File: config.mk
export PLATFORM = sky130hd
export DESIGN_NAME = bitmap_slot_allocator
export DESIGN_NICKNAME = d
export VERILOG_FILES = /design/src/hw/rtl/bsa_pkg.sv /design/src/hw/rtl/bsa_datapath.sv /design/src/hw/rtl/bsa_ctrl.sv /design/src/hw/rtl/bitmap_slot_allocator.sv
export SDC_FILE = /design/constraint.sdc
export NUM_CORES = 1
export LEC_CHECK = 0
export BUFFER_PORTS_ARGS = -buffer_cell sky130_fd_sc_hd__buf_2
export CAP_MARGIN = 10
export CORE_MARGIN = 2
export CORE_UTILIZATION = 45
export CTS_BUF_LIST = sky130_fd_sc_hd__clkbuf_4
export CTS_CLUSTER_DIAMETER = 150
export DETAILED_ROUTE_END_ITERATION = 10
export PLACE_DENSITY_LB_ADDON = 0.05
export SLEW_MARGIN = 20
export SYNTH_ARGS = -nofsm -noshare
export SYNTH_HDL_FRONTEND = slang
export SYNTH_HIERARCHICAL = 1
export SYNTH_SLANG_ARGS = --single-unit
File: constraint.sdc
create_clock -name clk -period 7.38 [get_ports clk]
set_input_delay 1.845 -clock clk [delete_from_list [all_inputs] [get_ports clk]]
set_output_delay 1.845 -clock clk [all_outputs]
set_load 0.01 [all_outputs]
File: src/hw/rtl/bsa_pkg.sv
// bsa_pkg: shared types and constants for the bitmap slot allocator
// no dependencies; used by bsa_ctrl, bsa_datapath and bitmap_slot_allocator
package bsa_pkg;

    typedef enum logic [1:0]
    {
        OP_ALLOC = 2'd0,
        OP_FREE  = 2'd1,
        OP_CLEAR = 2'd2
    } op_t;

    localparam int          RESV_WORD = 7;
    localparam logic [31:0] RESV_BITS = 32'hFFFF_0000;
    localparam logic [31:0] FULL_WORD = 32'hFFFF_FFFF;
    localparam logic [15:0] RESV_LO   = 16'h00F0;
    localparam logic [15:0] RESV_HI   = 16'h00FF;

    localparam int IN_DATA_W  = 40;
    localparam int OUT_DATA_W = 24;

    typedef struct packed
    {
        logic load;
        logic rd_en;
        logic rd_slot;
        logic capture;
        logic commit;
        logic full;
        logic free_wr;
        logic clear;
        logic out_load;
    } dp_cmd_t;

    typedef struct packed
    {
        logic [1:0] in_op;
        logic       free_ok;
        logic       rd_valid;
        logic       found;
        logic       last_tag;
        logic       issue_done;
        logic       out_free;
    } dp_stat_t;

endpackage

File: src/hw/rtl/bsa_datapath.sv
// bsa_datapath: map memory with per-word valid bits, scan pointer, first-zero
// search, high-water mark and output register; depends on bsa_pkg
module bsa_datapath
#(
    parameter int SLOTS = 512
)
(
    input  logic                               clk,
    input  logic                               rst_n,
    input  logic [bsa_pkg::IN_DATA_W-1:0]      s_tdata,
    input  logic [1:0]                         s_tuser,
    input  bsa_pkg::dp_cmd_t                   cmd,
    output bsa_pkg::dp_stat_t                  stat,
    output logic [bsa_pkg::OUT_DATA_W-1:0]     m_tdata,
    output logic [1:0]                         m_tuser,
    output logic                               m_tvalid,
    input  logic                               m_tready
);

    localparam int MAP_WORDS = SLOTS / 32;
    localparam int MAP_SPAN  = MAP_WORDS * 32;
    localparam int WORD_W    = $clog2(MAP_WORDS);
    localparam int SLOT_W    = WORD_W + 5;
    localparam int PTR_W     = WORD_W + 1;
    localparam int OUT_DATA_W_LOCAL = bsa_pkg::OUT_DATA_W;

    logic [15:0]       limit_reg;
    logic [3:0]        pick_reg;
    logic [15:0]       slot_reg;

    logic [31:0]       map_mem [MAP_WORDS];
    logic [MAP_WORDS-1:0] valid_reg;

    logic [PTR_W-1:0]  issue_reg;
    logic [31:0]       rd_word_reg;
    logic              rd_vld_reg;
    logic [WORD_W-1:0] rd_tag_reg;
    logic              rd_valid_reg;

    logic [SLOT_W-1:0] found_slot_reg;
    logic              spill_reg;
    logic [31:0]       set_word_reg;

    logic              hm_none_reg;
    logic [SLOT_W-1:0] hm_reg;

    logic [8:0]        res_slot_reg;
    logic              res_spill_reg;
    logic              res_full_reg;

    logic [OUT_DATA_W_LOCAL-1:0] out_data_reg;
    logic [1:0]        out_user_reg;
    logic              out_valid_reg;

    logic [31:0]       eff_word;
    logic [4:0]        zero_pos;
    logic [SLOT_W-1:0] cand_slot;
    logic [WORD_W-1:0] slot_word;
    logic [WORD_W-1:0] rd_addr;
    logic [31:0]       clr_word;
    logic              wr_en;
    logic [WORD_W-1:0] wr_addr;
    logic [31:0]       wr_data;
    logic [9:0]        high_water;

    assign eff_word = rd_vld_reg ? rd_word_reg :
                      ((rd_tag_reg == WORD_W'(bsa_pkg::RESV_WORD)) ? bsa_pkg::RESV_BITS : '0);

    always_comb
    begin
        zero_pos = '0;
        for (int i = 31; i >= 0; i--)
        begin
            if (!eff_word[i])
            begin
                zero_pos = 5'(i);
            end
        end
    end

    assign cand_slot = {rd_tag_reg, zero_pos};
    assign slot_word = slot_reg[WORD_W+4:5];
    assign rd_addr   = cmd.rd_slot ? slot_word : issue_reg[WORD_W-1:0];
    assign clr_word  = eff_word & ~(32'd1 << slot_reg[4:0]);

    assign wr_en   = (cmd.commit && !spill_reg) || cmd.free_wr;
    assign wr_addr = cmd.commit ? found_slot_reg[SLOT_W-1:5] : slot_word;
    assign wr_data = cmd.commit ? set_word_reg : clr_word;

    assign high_water = hm_none_reg ? '1 : 10'(hm_reg);

    // status to the controller
    assign stat.in_op      = s_tuser;
    assign stat.free_ok    = (slot_reg < 16'(MAP_SPAN))
                             && !((slot_reg >= bsa_pkg::RESV_LO) && (slot_reg <= bsa_pkg::RESV_HI));
    assign stat.rd_valid   = rd_valid_reg;
    assign stat.found      = (eff_word != bsa_pkg::FULL_WORD);
    assign stat.last_tag   = (rd_tag_reg == WORD_W'(MAP_WORDS - 1));
    assign stat.issue_done = (issue_reg == PTR_W'(MAP_WORDS));
    assign stat.out_free   = !out_valid_reg || m_tready;

    // item capture
    always_ff @(posedge clk)
    begin
        if (cmd.load)
        begin
            limit_reg <= s_tdata[15:0];
            pick_reg  <= s_tdata[19:16];
            slot_reg  <= s_tdata[35:20];
        end
    end

    // map memory
    always_ff @(posedge clk)
    begin
        if (wr_en)
        begin
            map_mem[wr_addr] <= wr_data;
        end
        if (cmd.rd_en)
        begin
            rd_word_reg <= map_mem[rd_addr];
            rd_vld_reg  <= valid_reg[rd_addr];
            rd_tag_reg  <= rd_addr;
        end
    end

    always_ff @(posedge clk or negedge rst_n)
    begin
        if (!rst_n)
        begin
            valid_reg    <= '0;
            rd_valid_reg <= 1'b0;
            issue_reg    <= '0;
            hm_none_reg  <= 1'b1;
        end
        else
        begin
            rd_valid_reg <= cmd.rd_en;
            if (cmd.load)
            begin
                issue_reg <= '0;
            end
            else if (cmd.rd_en && !cmd.rd_slot)
            begin
                issue_reg <= issue_reg + PTR_W'(1);
            end
            if (cmd.clear)
            begin
                valid_reg   <= '0;
                hm_none_reg <= 1'b1;
            end
            else
            begin
                if (wr_en)
                begin
                    valid_reg[wr_addr] <= 1'b1;
                end
                if (cmd.commit && (hm_none_reg || (found_slot_reg > hm_reg)))
                begin
                    hm_none_reg <= 1'b0;
                end
            end
        end
    end

    // found slot, high-water mark and result fields
    always_ff @(posedge clk)
    begin
        if (cmd.capture)
        begin
            found_slot_reg <= cand_slot;
            spill_reg      <= (16'(cand_slot) > limit_reg);
            set_word_reg   <= eff_word | (32'd1 << zero_pos);
        end
        if (cmd.commit && (hm_none_reg || (found_slot_reg > hm_reg)))
        begin
            hm_reg <= found_slot_reg;
        end
        if (cmd.load)
        begin
            res_slot_reg  <= '0;
            res_spill_reg <= 1'b0;
            res_full_reg  <= 1'b0;
        end
        else if (cmd.commit)
        begin
            res_slot_reg  <= spill_reg ? (9'(bsa_pkg::RESV_LO) + 9'(pick_reg))
                                       : 9'(found_slot_reg);
            res_spill_reg <= spill_reg;
        end
        else if (cmd.full)
        begin
            res_full_reg <= 1'b1;
        end
        if (cmd.out_load)
        begin
            out_data_reg <= {5'd0, high_water, res_slot_reg};
            out_user_reg <= {res_full_reg, res_spill_reg};
        end
    end

    always_ff @(posedge clk or negedge rst_n)
    begin
        if (!rst_n)
        begin
            out_valid_reg <= 1'b0;
        end
        else if (cmd.out_load)
        begin
            out_valid_reg <= 1'b1;
        end
        else if (m_tready)
        begin
            out_valid_reg <= 1'b0;
        end
    end

    assign m_tdata  = out_data_reg;
    assign m_tuser  = out_user_reg;
    assign m_tvalid = out_valid_reg;

endmodule

File: src/hw/rtl/bsa_ctrl.sv
// bsa_ctrl: sequencing state machine for allocate, free, clear and unknown-operation words
// depends on bsa_pkg; drives bsa_datapath through dp_cmd_t
module bsa_ctrl
(
    input  logic               clk,
    input  logic               rst_n,
    input  logic               s_tvalid,
    output logic               s_tready,
    input  bsa_pkg::dp_stat_t  stat,
    output bsa_pkg::dp_cmd_t   cmd
);

    typedef enum logic [2:0]
    {
        ST_IDLE,
        ST_SCAN,
        ST_COMMIT,
        ST_FREE_RD,
        ST_FREE_WR,
        ST_CLEAR,
        ST_FINISH
    } state_t;

    state_t state_reg;
    state_t state_next;
    logic   ready_reg;
    logic   accept;

    assign accept   = s_tvalid && ready_reg;
    assign s_tready = ready_reg;

    always_comb
    begin
        cmd        = '0;
        state_next = state_reg;
        unique case (state_reg)
            ST_IDLE:
            begin
                if (accept)
                begin
                    cmd.load = 1'b1;
                    priority if (stat.in_op == bsa_pkg::OP_ALLOC)
                    begin
                        state_next = ST_SCAN;
                    end
                    else if (stat.in_op == bsa_pkg::OP_FREE)
                    begin
                        state_next = ST_FREE_RD;
                    end
                    else if (stat.in_op == bsa_pkg::OP_CLEAR)
                    begin
                        state_next = ST_CLEAR;
                    end
                    else
                    begin
                        state_next = ST_FINISH;
                    end
                end
            end
            ST_SCAN:
            begin
                cmd.rd_en = !stat.issue_done;
                if (stat.rd_valid && stat.found)
                begin
                    cmd.capture = 1'b1;
                    state_next  = ST_COMMIT;
                end
                else if (stat.rd_valid && stat.last_tag)
                begin
                    cmd.full   = 1'b1;
                    state_next = ST_FINISH;
                end
            end
            ST_COMMIT:
            begin
                cmd.commit = 1'b1;
                state_next = ST_FINISH;
            end
            ST_FREE_RD:
            begin
                if (stat.free_ok)
                begin
                    cmd.rd_en   = 1'b1;
                    cmd.rd_slot = 1'b1;
                    state_next  = ST_FREE_WR;
                end
                else
                begin
                    state_next = ST_FINISH;
                end
            end
            ST_FREE_WR:
            begin
                cmd.free_wr = 1'b1;
                state_next  = ST_FINISH;
            end
            ST_CLEAR:
            begin
                cmd.clear  = 1'b1;
                state_next = ST_FINISH;
            end
            ST_FINISH:
            begin
                if (stat.out_free)
                begin
                    cmd.out_load = 1'b1;
                    state_next   = ST_IDLE;
                end
            end
            default:
            begin
                state_next = ST_IDLE;
            end
        endcase
    end

    always_ff @(posedge clk or negedge rst_n)
    begin
        if (!rst_n)
        begin
            state_reg <= ST_IDLE;
            ready_reg <= 1'b1;
        end
        else
        begin
            state_reg <= state_next;
            ready_reg <= (state_next == ST_IDLE);
        end
    end

endmodule

File: src/hw/rtl/bitmap_slot_allocator.sv
// Bitmap slot allocator: first-free slot allocation over a map of SLOTS/32
// 32-bit words held in one memory (one read, one write port, registered read).
// Slots 240..255 are always taken. An allocate word scans the map one word per
// cycle from word 0 and stops at the first word with a free slot, or reports
// the map full after the last word; free reads the slot's word and writes it
// back with the slot cleared, skipping both when the slot is reserved or out
// of range. The map needs no clearing pass: per-word valid bits make unwritten
// words read as their reset value, and clear drops them all at once. A finished
// result waits in the output register while the next word is accepted; it is
// loaded only once that register is free.
// Depends on bsa_pkg, bsa_ctrl, bsa_datapath
module bitmap_slot_allocator
#(
    parameter int SLOTS = 512
)
(
    input  logic        clk,
    input  logic        rst_n,
    input  logic        s_tvalid,
    output logic        s_tready,
    input  logic [39:0] s_tdata,   // limit[15:0], reserve_pick[19:16], slot[35:20], zero pad
    input  logic [1:0]  s_tuser,   // operation[1:0]
    output logic        m_tvalid,
    input  logic        m_tready,
    output logic [23:0] m_tdata,   // slot_out[8:0], high_water[18:9], zero pad
    output logic [1:0]  m_tuser    // spilled[0], full_res[1]
);

    bsa_pkg::dp_cmd_t  cmd;
    bsa_pkg::dp_stat_t stat;

    bsa_ctrl u_ctrl
    (
        .clk      (clk),
        .rst_n    (rst_n),
        .s_tvalid (s_tvalid),
        .s_tready (s_tready),
        .stat     (stat),
        .cmd      (cmd)
    );

    bsa_datapath #(.SLOTS(SLOTS)) u_datapath
    (
        .clk      (clk),
        .rst_n    (rst_n),
        .s_tdata  (s_tdata),
        .s_tuser  (s_tuser),
        .cmd      (cmd),
        .stat     (stat),
        .m_tdata  (m_tdata),
        .m_tuser  (m_tuser),
        .m_tvalid (m_tvalid),
        .m_tready (m_tready)
    );

endmodule

==> After elaboration in Yosys (flattened, before gate mapping) <==
Memories as Yosys holds them, arrays and structs flattened. A register that Yosys moved wholly into a read port is not among the register bits.
Cells that the tools add are included.
{ "word_totals": {"n_memories": 1, "ramBits": 512, "regBits": 152, "in_bits": 46} }
{ "memory_table": {"columns": ["memory", "depth", "width", "read_ports", "rd_clocked_by_memory_dff", "write_ports", "line_no", "source"], "rows": [
  ["u_datapath.map_mem", 16, 32, 1, 1, 1, "bsa_datapath.sv:31", "logic [31:0] map_mem [MAP_WORDS];"]
]} }
{ "classes": {"n_shift": 2, "n_bitwise": 5, "reduce_logical": 26, "magnitude_cmp": 8, "eq_ne": 12, "add_sub_neg": 2, "n_mux": 77} }
{ "op_table": {"columns": ["cell", "count"], "rows": [
  ["$mux W5", 34],
  ["$mux W32", 3],
  ["$shl A1 B5 Y32 const A", 2],
  ["$and A32 B32 Y32", 1],
  ["$mux W16", 2],
  ["$ne A32 B32 Y1 const B", 1],
  ["$not A32 Y32", 1],
  ["$or A32 B32 Y32", 1],
  ["$mux W1", 21],
  ["$mux W3", 6],
  ["$ge A16 B8 Y1 const B", 1],
  ["$gt A9 B16 Y1", 1],
  ["$le A16 B8 Y1 const B", 1],
  ["$lt A16 B10 Y1 const B", 1],
  ["$or A16 B16 Y16", 1],
  ["$pmux W3 S5", 1],
  ["$lt A4 B5 Y1 const B", 2],
  ["$mux W10", 1],
  ["$add A8 B4 Y9 const A", 1],
  ["$eq A3 B3 Y1 const B", 3],
  ["$gt A9 B9 Y1", 1],
  ["$logic_and A1 B1 Y1", 9],
  ["$mux W9", 1],
  ["$mux W4", 2],
  ["other kinds (21)", 34]
]} }

==> Depth between registers and ports, before layout <==
Gate-level depths: netlist of run 1.
{ "logic_depth": {"word_depth": 37, "ltp_mapped": 15} }

==> Cells and area by module <==
Netlist of run 1, hierarchy kept.
{ "by_module_without_submodules": {"columns": ["mod", "instances", "area_per_inst_um2", "cells_each"], "rows": [
  ["bsa_datapath", 1, 28503.6, 2269],
  ["bsa_ctrl", 1, 319.1, 40]
]} }

==> Worst setup path after synthesis of run 1 <==
OpenSTA, ideal clock, no wires.
{ "synth_timing": {"path_type": "in2reg", "startpoint": "in s_tvalid", "endpoint": "reg u_datapath.issue_reg[1]", "required_time_ps": 7248, "path_buffers": 2, "cell_stages": 5, "arrival_time_ps": 6234, "slack_ps": 1014, "path_cell_list": "nand2_1 -> nor4_1 -> clkbuf_1 -> clkbuf_1 -> nor2_1"} }
{ "synth_rtl": {"columns": ["item", "line_no", "source"], "rows": [
  ["start: declaration", "bitmap_slot_allocator.sv:19", "input logic s_tvalid,"],
  ["end signal: assignment", "bsa_datapath.sv:146", "issue_reg <= issue_reg + PTR_W'(1);"],
  ["end: declaration", "bsa_datapath.sv:34", "logic [PTR_W-1:0] issue_reg;"]
]} }

==> impl_metrics.yaml, run 1 <==
global_routing:
  grt_usage: 0.238
  overflow: 0
  grt_pass1_wl_um: 117000
  antenna_found_initial: 2
  grt_pass1_vias: 19036
  grt_max_degree: 167
synthesis:
  synth.area.top_cells: "edfxtp_1 68%, nand2_1 8.0%, nand3_1 4.9%"
  synthFlopType: "edfxtp_1"
  syn-cell-area_um2: 28800
  synthesis.instances: 2309
  syn_area_per_cell_um2: 12.5
  ys_top_cells_by_count: "657 x edfxtp_1, 616 x nand2_1, 282 x nand3_1, 107 x nor2_1, 73 x clkbuf_1"
  synth_warnings: 6
  synth_top_area_frac: 0.684
  ys_ff_latch: 696
  synth.most_common_cell: "edfxtp_1"
  synth-seq-area-share: 0.717
  synth-edff-count: 657
  synth_area_leader_cell: "edfxtp_1"
  async_flop_share: 0.0402
  ys_types: 87
clock_network:
  cts-resized-gates: 0
  ctsRootBufferMaster: "clkbuf_4"
  numCtsBuffers: 183
  post_cts_buffers: 0
  clkLatencyLatePin_ns: 1.01
  cts_sinks: 696
  htree_levels: 4
  clk_pin_slew_ns: 0.07
  ctsLongestPathBuffers: 3
  postCtsHoldBufs: 0
  cts_tree: "yes"
timing:
  tightest_slew_ns: 1.12
  fmax_ghz: 0.213
  fin_crit_ns: 4.69
  setup_tns_ns: 0
  setup_violations: 0
  hold_slack_ns: 0.435
  slew_headroom: 0.255
  skew_ns: 0.0424
  rsz0062_at_grt: "false"
  maxSlewViolCount: 0
  finalHoldViolations: 0
  period_share: 0.635
detailed_routing:
  wl_per_cell_um: 22.5
  vias: 19193
  drt_iter0_markers: 1599
  firstDrtPassIters: 5
  via_per_inst: 5.54
  drc_errors: 0
  routed_wl_um: 77800
  ant_nets: 0
critical_path:
  cp.arrival_ns: 5.41
  cp_cell_sequence: "or4_1 -> nor4_1 -> o21a_1 -> nand2_1 -> nor2_1 -> mux2i_4 -> buf_4 -> buf_4 -> a311oi_1 -> a311oi_1 -> a31oi_1"
  slowest_stage: "buf_4"
  critPathLaunch: "u_datapath/slot_reg[14]"
  start_kind: "flip-flop"
  path_max_fanout: 64
  cp_data_required_time_ns: 8.10
  reg2reg_from: "u_datapath/slot_reg[14]"
  worstSetupEndpointType: "flip-flop"
  crit_type: "reg2reg"
  critPathMaxStageDelay_ns: 0.84
place:
  gp_congestion: 0.892
  io_buffer_count: 64
  dp_hpwl_um: 41200
cells_and_area:
  layout-drive-gt1-share: 0.192
  largest_register_ffs: 512
  area_delta_synth_final_pct: 14.0
  layout.nets: 2542
power:
  p_int_uw: 7830
  comb_power_share: 0.264
  p_seq_frac: 0.437
  power_density_nw_per_um2: 357
  p_leak_uw: 0.0117
  clkPwrFrac: 0.299
  switchingPower_uw: 3900
  swShare: 0.333
  peakVddDrop_uv: 369
worst_hold_path:
  hp-start: "u_datapath/res_slot_reg[2]"
  hold_class: "reg2reg"
die:
  io_pins: 74
  num_rows: 92
  core_area_um2: 63200
  die_y_um: 257
  die_area_um2: 66100
  die_w_um: 257
  start_util: 0.456
outcome:
  status: "finished clean"
run:
  cap_violations: 0
-- layout make-up --
class | instances | area, um2
Antenna cell | 6 | 15.0
Clock buffer | 270 | 2030
Clock inverter | 50 | 422
Fill cell | 5555 | 30300
Inverter | 37 | 151
Multi-Input combinational cell | 1433 | 7690
Sequential cell | 696 | 20700
Tap cell | 846 | 1060
Timing Repair Buffer | 126 | 836
-- routing by layer --
metal / up-vias / share of wire / GRT usage
met1: 9499 / 0.44 / 0.323
met3: 140 / 0.063 / 0.0556
li1: 8943 / - / -
met4: 0 / 0.024 / 0.0869
met2: 611 / 0.47 / 0.374
met5: - / 0 / 0
-- worst max-delay path, delay by kind of cell (launching register included) --
| family | cells | cell delay [ns] |
|---|---|---|
| AO/OA/AOI/OAI | 4 | 0.76 |
| buffers and inverters | 2 | 1.28 |
| flip-flops | 1 | 0.35 |
| multiplexers | 1 | 0.35 |
| AND/OR/NAND/NOR | 4 | 1.58 |
-- cell usage in the layout (no fill, tap or decap), types with 7 or more instances in the layout --
cell       synthesis  routed
edfxtp_1         657     657
nand2_1          616     616
nand3_1          282     282
clkbuf_4           0     270
nor2_1           107      91
a311oi_1          66      66
buf_2             37      64
buf_4             11      58
and3_1            38      38
a31oi_1           34      34
o21ai_0           34      33
inv_1             33      32
clkinv_1           1      31
dfrtp_1           26      26
a21oi_1           22      21
ha_1              19      19
o31ai_1           24      18
nor2_4             2      18
nand2b_1          15      15
or2_2             13      13
o22ai_1           12      12
dfxtp_1           11      11
bufinv_16          0       8
nand4_1            8       8
o21a_1             9       8
o41ai_2            3       8
nand3b_1           7       7
-- power groups by stage --
stage | clock [uW] | combinational, uW | sequential [uW]
finish | 3510 | 3090 | 5130
global route | 3810 | 3440 | 5160
CTS | 3620 | 3100 | 5130
detailed placement | 0 | 3100 | 5210
global placement | 0 | 3060 | 5200
floorplan | 0 | 2050 | 5190
-- logic make-up after synthesis --
kind of cell / after synthesis / share of synthesized area
compound gates: 264 / 0.0689
xor+xnor: 4 / 0.00122
fa+ha+maj: 19 / 0.00825
buf+inv: 184 / 0.0281
flops: 696 / 0.717
mux: 10 / 0.00365
other cells: 2 / 0.000261
simple gates: 1130 / 0.173
-- worst paths after layout --
path	end	slack, ns	cells past startpoint
worst max-delay path	u_datapath/rd_word_reg[9]	2.69	11
worst min-delay path	u_datapath/m_tdata[2]	0.43	0
worst max register to register	u_datapath/rd_word_reg[9]	2.69	11
worst min register to register	u_datapath/m_tdata[2]	0.43	0
max in group asynchronous	u_ctrl/state_reg[1]	6.04	1
min in group asynchronous	u_datapath/issue_reg[4]	0.88	1
-- through the flow --
stage               instances  power [uW]   util  worst slack (ns)  area, um2
floorplan                2313        7250      -              1.01      28800
global placement         3138        8260  0.480              2.65      30300
detailed placement       3138        8310  0.480              2.69      30300
CTS                      3458       11900  0.519              2.68      32800
global route             3460       12400  0.520              2.33      32800
finish                   3464       11700  0.520              2.69      32800
No activity file was read; power rests on OpenSTA's default activity.
==> run 2, diff against run 1 <==
==> constraint.sdc (replaced) <==
create_clock -name clk -period 4.8 [get_ports clk]
set_input_delay 1.2 -clock clk [delete_from_list [all_inputs] [get_ports clk]]
set_output_delay 1.2 -clock clk [all_outputs]
set_load 0.01 [all_outputs]
==> run 2 against run 1 <==
Effect of this change:
- power rose by 55%
- clock power rose by 48%
- core utilization rose by 0.54 points
- sequential share of layout area fell by 0.64 points
- hold slack got worse by 0.22 ns
- sequential power rose by 54%
- clock skew rose by 0.015 ns
- largest power group unchanged
- global-route usage rose by 0.36 points
- critical path type unchanged
==> impl_metrics.yaml, run 2 (synthesis gave the netlist of run 1 again) <==
outcome:
  status: "finished clean"
cells_and_area:
  layout-drive-gt1-share: 0.202
  seq_area_um2: 20700
  layout_commonest_cell: "edfxtp_1"
  largest_register_ffs: 512
  area_delta_synth_final_pct: 15.1
  multi_input_area_um2: 7690
  mostFrequentLayoutCells: "657 x edfxtp_1, 616 x nand2_1, 282 x nand3_1, 272 x clkbuf_4, 91 x nor2_1"
  fillers: 5485
  layout.nets: 2578
timing:
  rsz0062_at_grt: "false"
  setup_tns_ns: 0
  skew_ns: 0.0577
  period_share: 0.887
  hold_slack_ns: 0.214
  setup_violations: 0
  maxSlewViolCount: 0
  slew_headroom: 0.333
  tightest_slew_ns: 0.997
  finalHoldViolations: 0
  fin_crit_ns: 4.26
  fmax_ghz: 0.235
power:
  p_leak_uw: 0.0119
  peakVddDrop_uv: 305
  power.total_uw: 18100
  power_density_nw_per_um2: 547
place:
  gp_congestion: 0.903
  io_buffer_count: 64
  dp_hpwl_um: 43400
critical_path:
  crit_type: "reg2reg"
  path_max_fanout: 62
  cp_data_required_time_ns: 5.63
  cp.arrival_ns: 5.09
  start_kind: "flip-flop"
  worstSetupEndpointType: "flip-flop"
clock_network:
  numCtsBuffers: 182
  clk_pin_slew_ns: 0.06
  cts_sinks: 696
  cts-resized-gates: 0
  htree_levels: 4
  postCtsHoldBufs: 0
  post_cts_buffers: 0
  clkLatencyLatePin_ns: 1.02
  cts_tree: "yes"
  ctsLongestPathBuffers: 3
  ctsRootBufferMaster: "clkbuf_4"
detailed_routing:
  via_per_inst: 5.53
  vias: 19339
  drc_errors: 0
  wl_per_cell_um: 22.5
  ant_nets: 0
  drt_iter0_markers: 1515
  routed_wl_um: 78700
  firstDrtPassIters: 5
die:
  core_area_um2: 63200
  die_w_um: 257
  die_y_um: 257
  die_area_um2: 66100
  io_pins: 74
  start_util: 0.456
  num_rows: 92
global_routing:
  grt_usage: 0.241
  antenna_found_initial: 3
  grt_pass1_wl_um: 118000
  grt_max_degree: 99
  overflow: 0
  grt_pass1_vias: 19065
worst_hold_path:
  hold_class: "in2async"
run:
  cap_violations: 0
==> run 2: where the power goes <==
| part | total (uW) | leakage [uW] | internal [uW] | switching, uW |
|---|---|---|---|---|
| clock | 5210 | 0.00140 | 2840 | 2370 |
| combinational | 5050 | 0.00414 | 1590 | 3460 |
| sequential | 7880 | 0.00640 | 7660 | 217 |
==> run 2: worst paths after layout <==
path,startpoint,end,slack [ns],depth (start not counted)
min,rst_n,u_datapath/m_tvalid,0.21,1
max,u_datapath/slot_reg[14],u_datapath/rd_word_reg[22],0.54,13
min in group clk,s_tdata[33],u_datapath/slot_reg[13],0.36,1
max reg2reg,u_datapath/slot_reg[14],u_datapath/rd_word_reg[22],0.54,13
min reg2reg,u_datapath/res_slot_reg[1],u_datapath/m_tdata[1],0.43,0
max in group asynchronous,rst_n,u_datapath/valid_reg[13],4.10,1
==> run 2: layout make-up <==
| cell class | count | share of cell area |
|---|---|---|
| antenna | 5 | 0.000377 |
| inverter | 37 | 0.00456 |
| clock buffer | 272 | 0.0615 |
| clock inverter | 46 | 0.00995 |
| multi-input combinational | 1433 | 0.232 |
| tap | 846 | 0.0319 |
| timing repair buffer | 163 | 0.0377 |
| sequential | 696 | 0.622 |
==> run 2: metrics by stage <==
| stage | std cells | worst slack [ns] | area (um2) | utilization |
|---|---|---|---|---|
| 2_1_floorplan | 2313 | 0.646 | 28800 | - |
| 3_3_place_gp | 3175 | 0.607 | 30800 | 0.487 |
| 3_5_place_dp | 3175 | 0.573 | 30800 | 0.487 |
| 4_1_cts | 3493 | 0.554 | 33100 | 0.524 |
| 5_1_grt | 3498 | 0.352 | 33200 | 0.525 |
| 6_report | 3498 | 0.540 | 33200 | 0.525 |
==> run 2: critical path, stage by stage (launching register included) <==
cell and delay [ns]:
edfxtp_1 0.35, or4_1 0.51, nor4_1 0.44, o21a_1 0.23, nand2_1 0.11, nor2_1 0.28
mux2i_4 0.54, buf_12 0.33, buf_12 0.31, nand2_1 0.09, and3_1 0.17, a311oi_1 0.26
a311oi_1 0.11, a31oi_1 0.23
==> run 2: routing by layer <==
layer  wire, um  global-route usage  vias up  share of wire
met2      37100               0.385      654           0.47
li1           -                   -     9017              -
met5          0                   0        -              0
met4       1820              0.0875        0          0.023
met1      34700               0.329     9530           0.44
met3       5100              0.0489      138          0.065
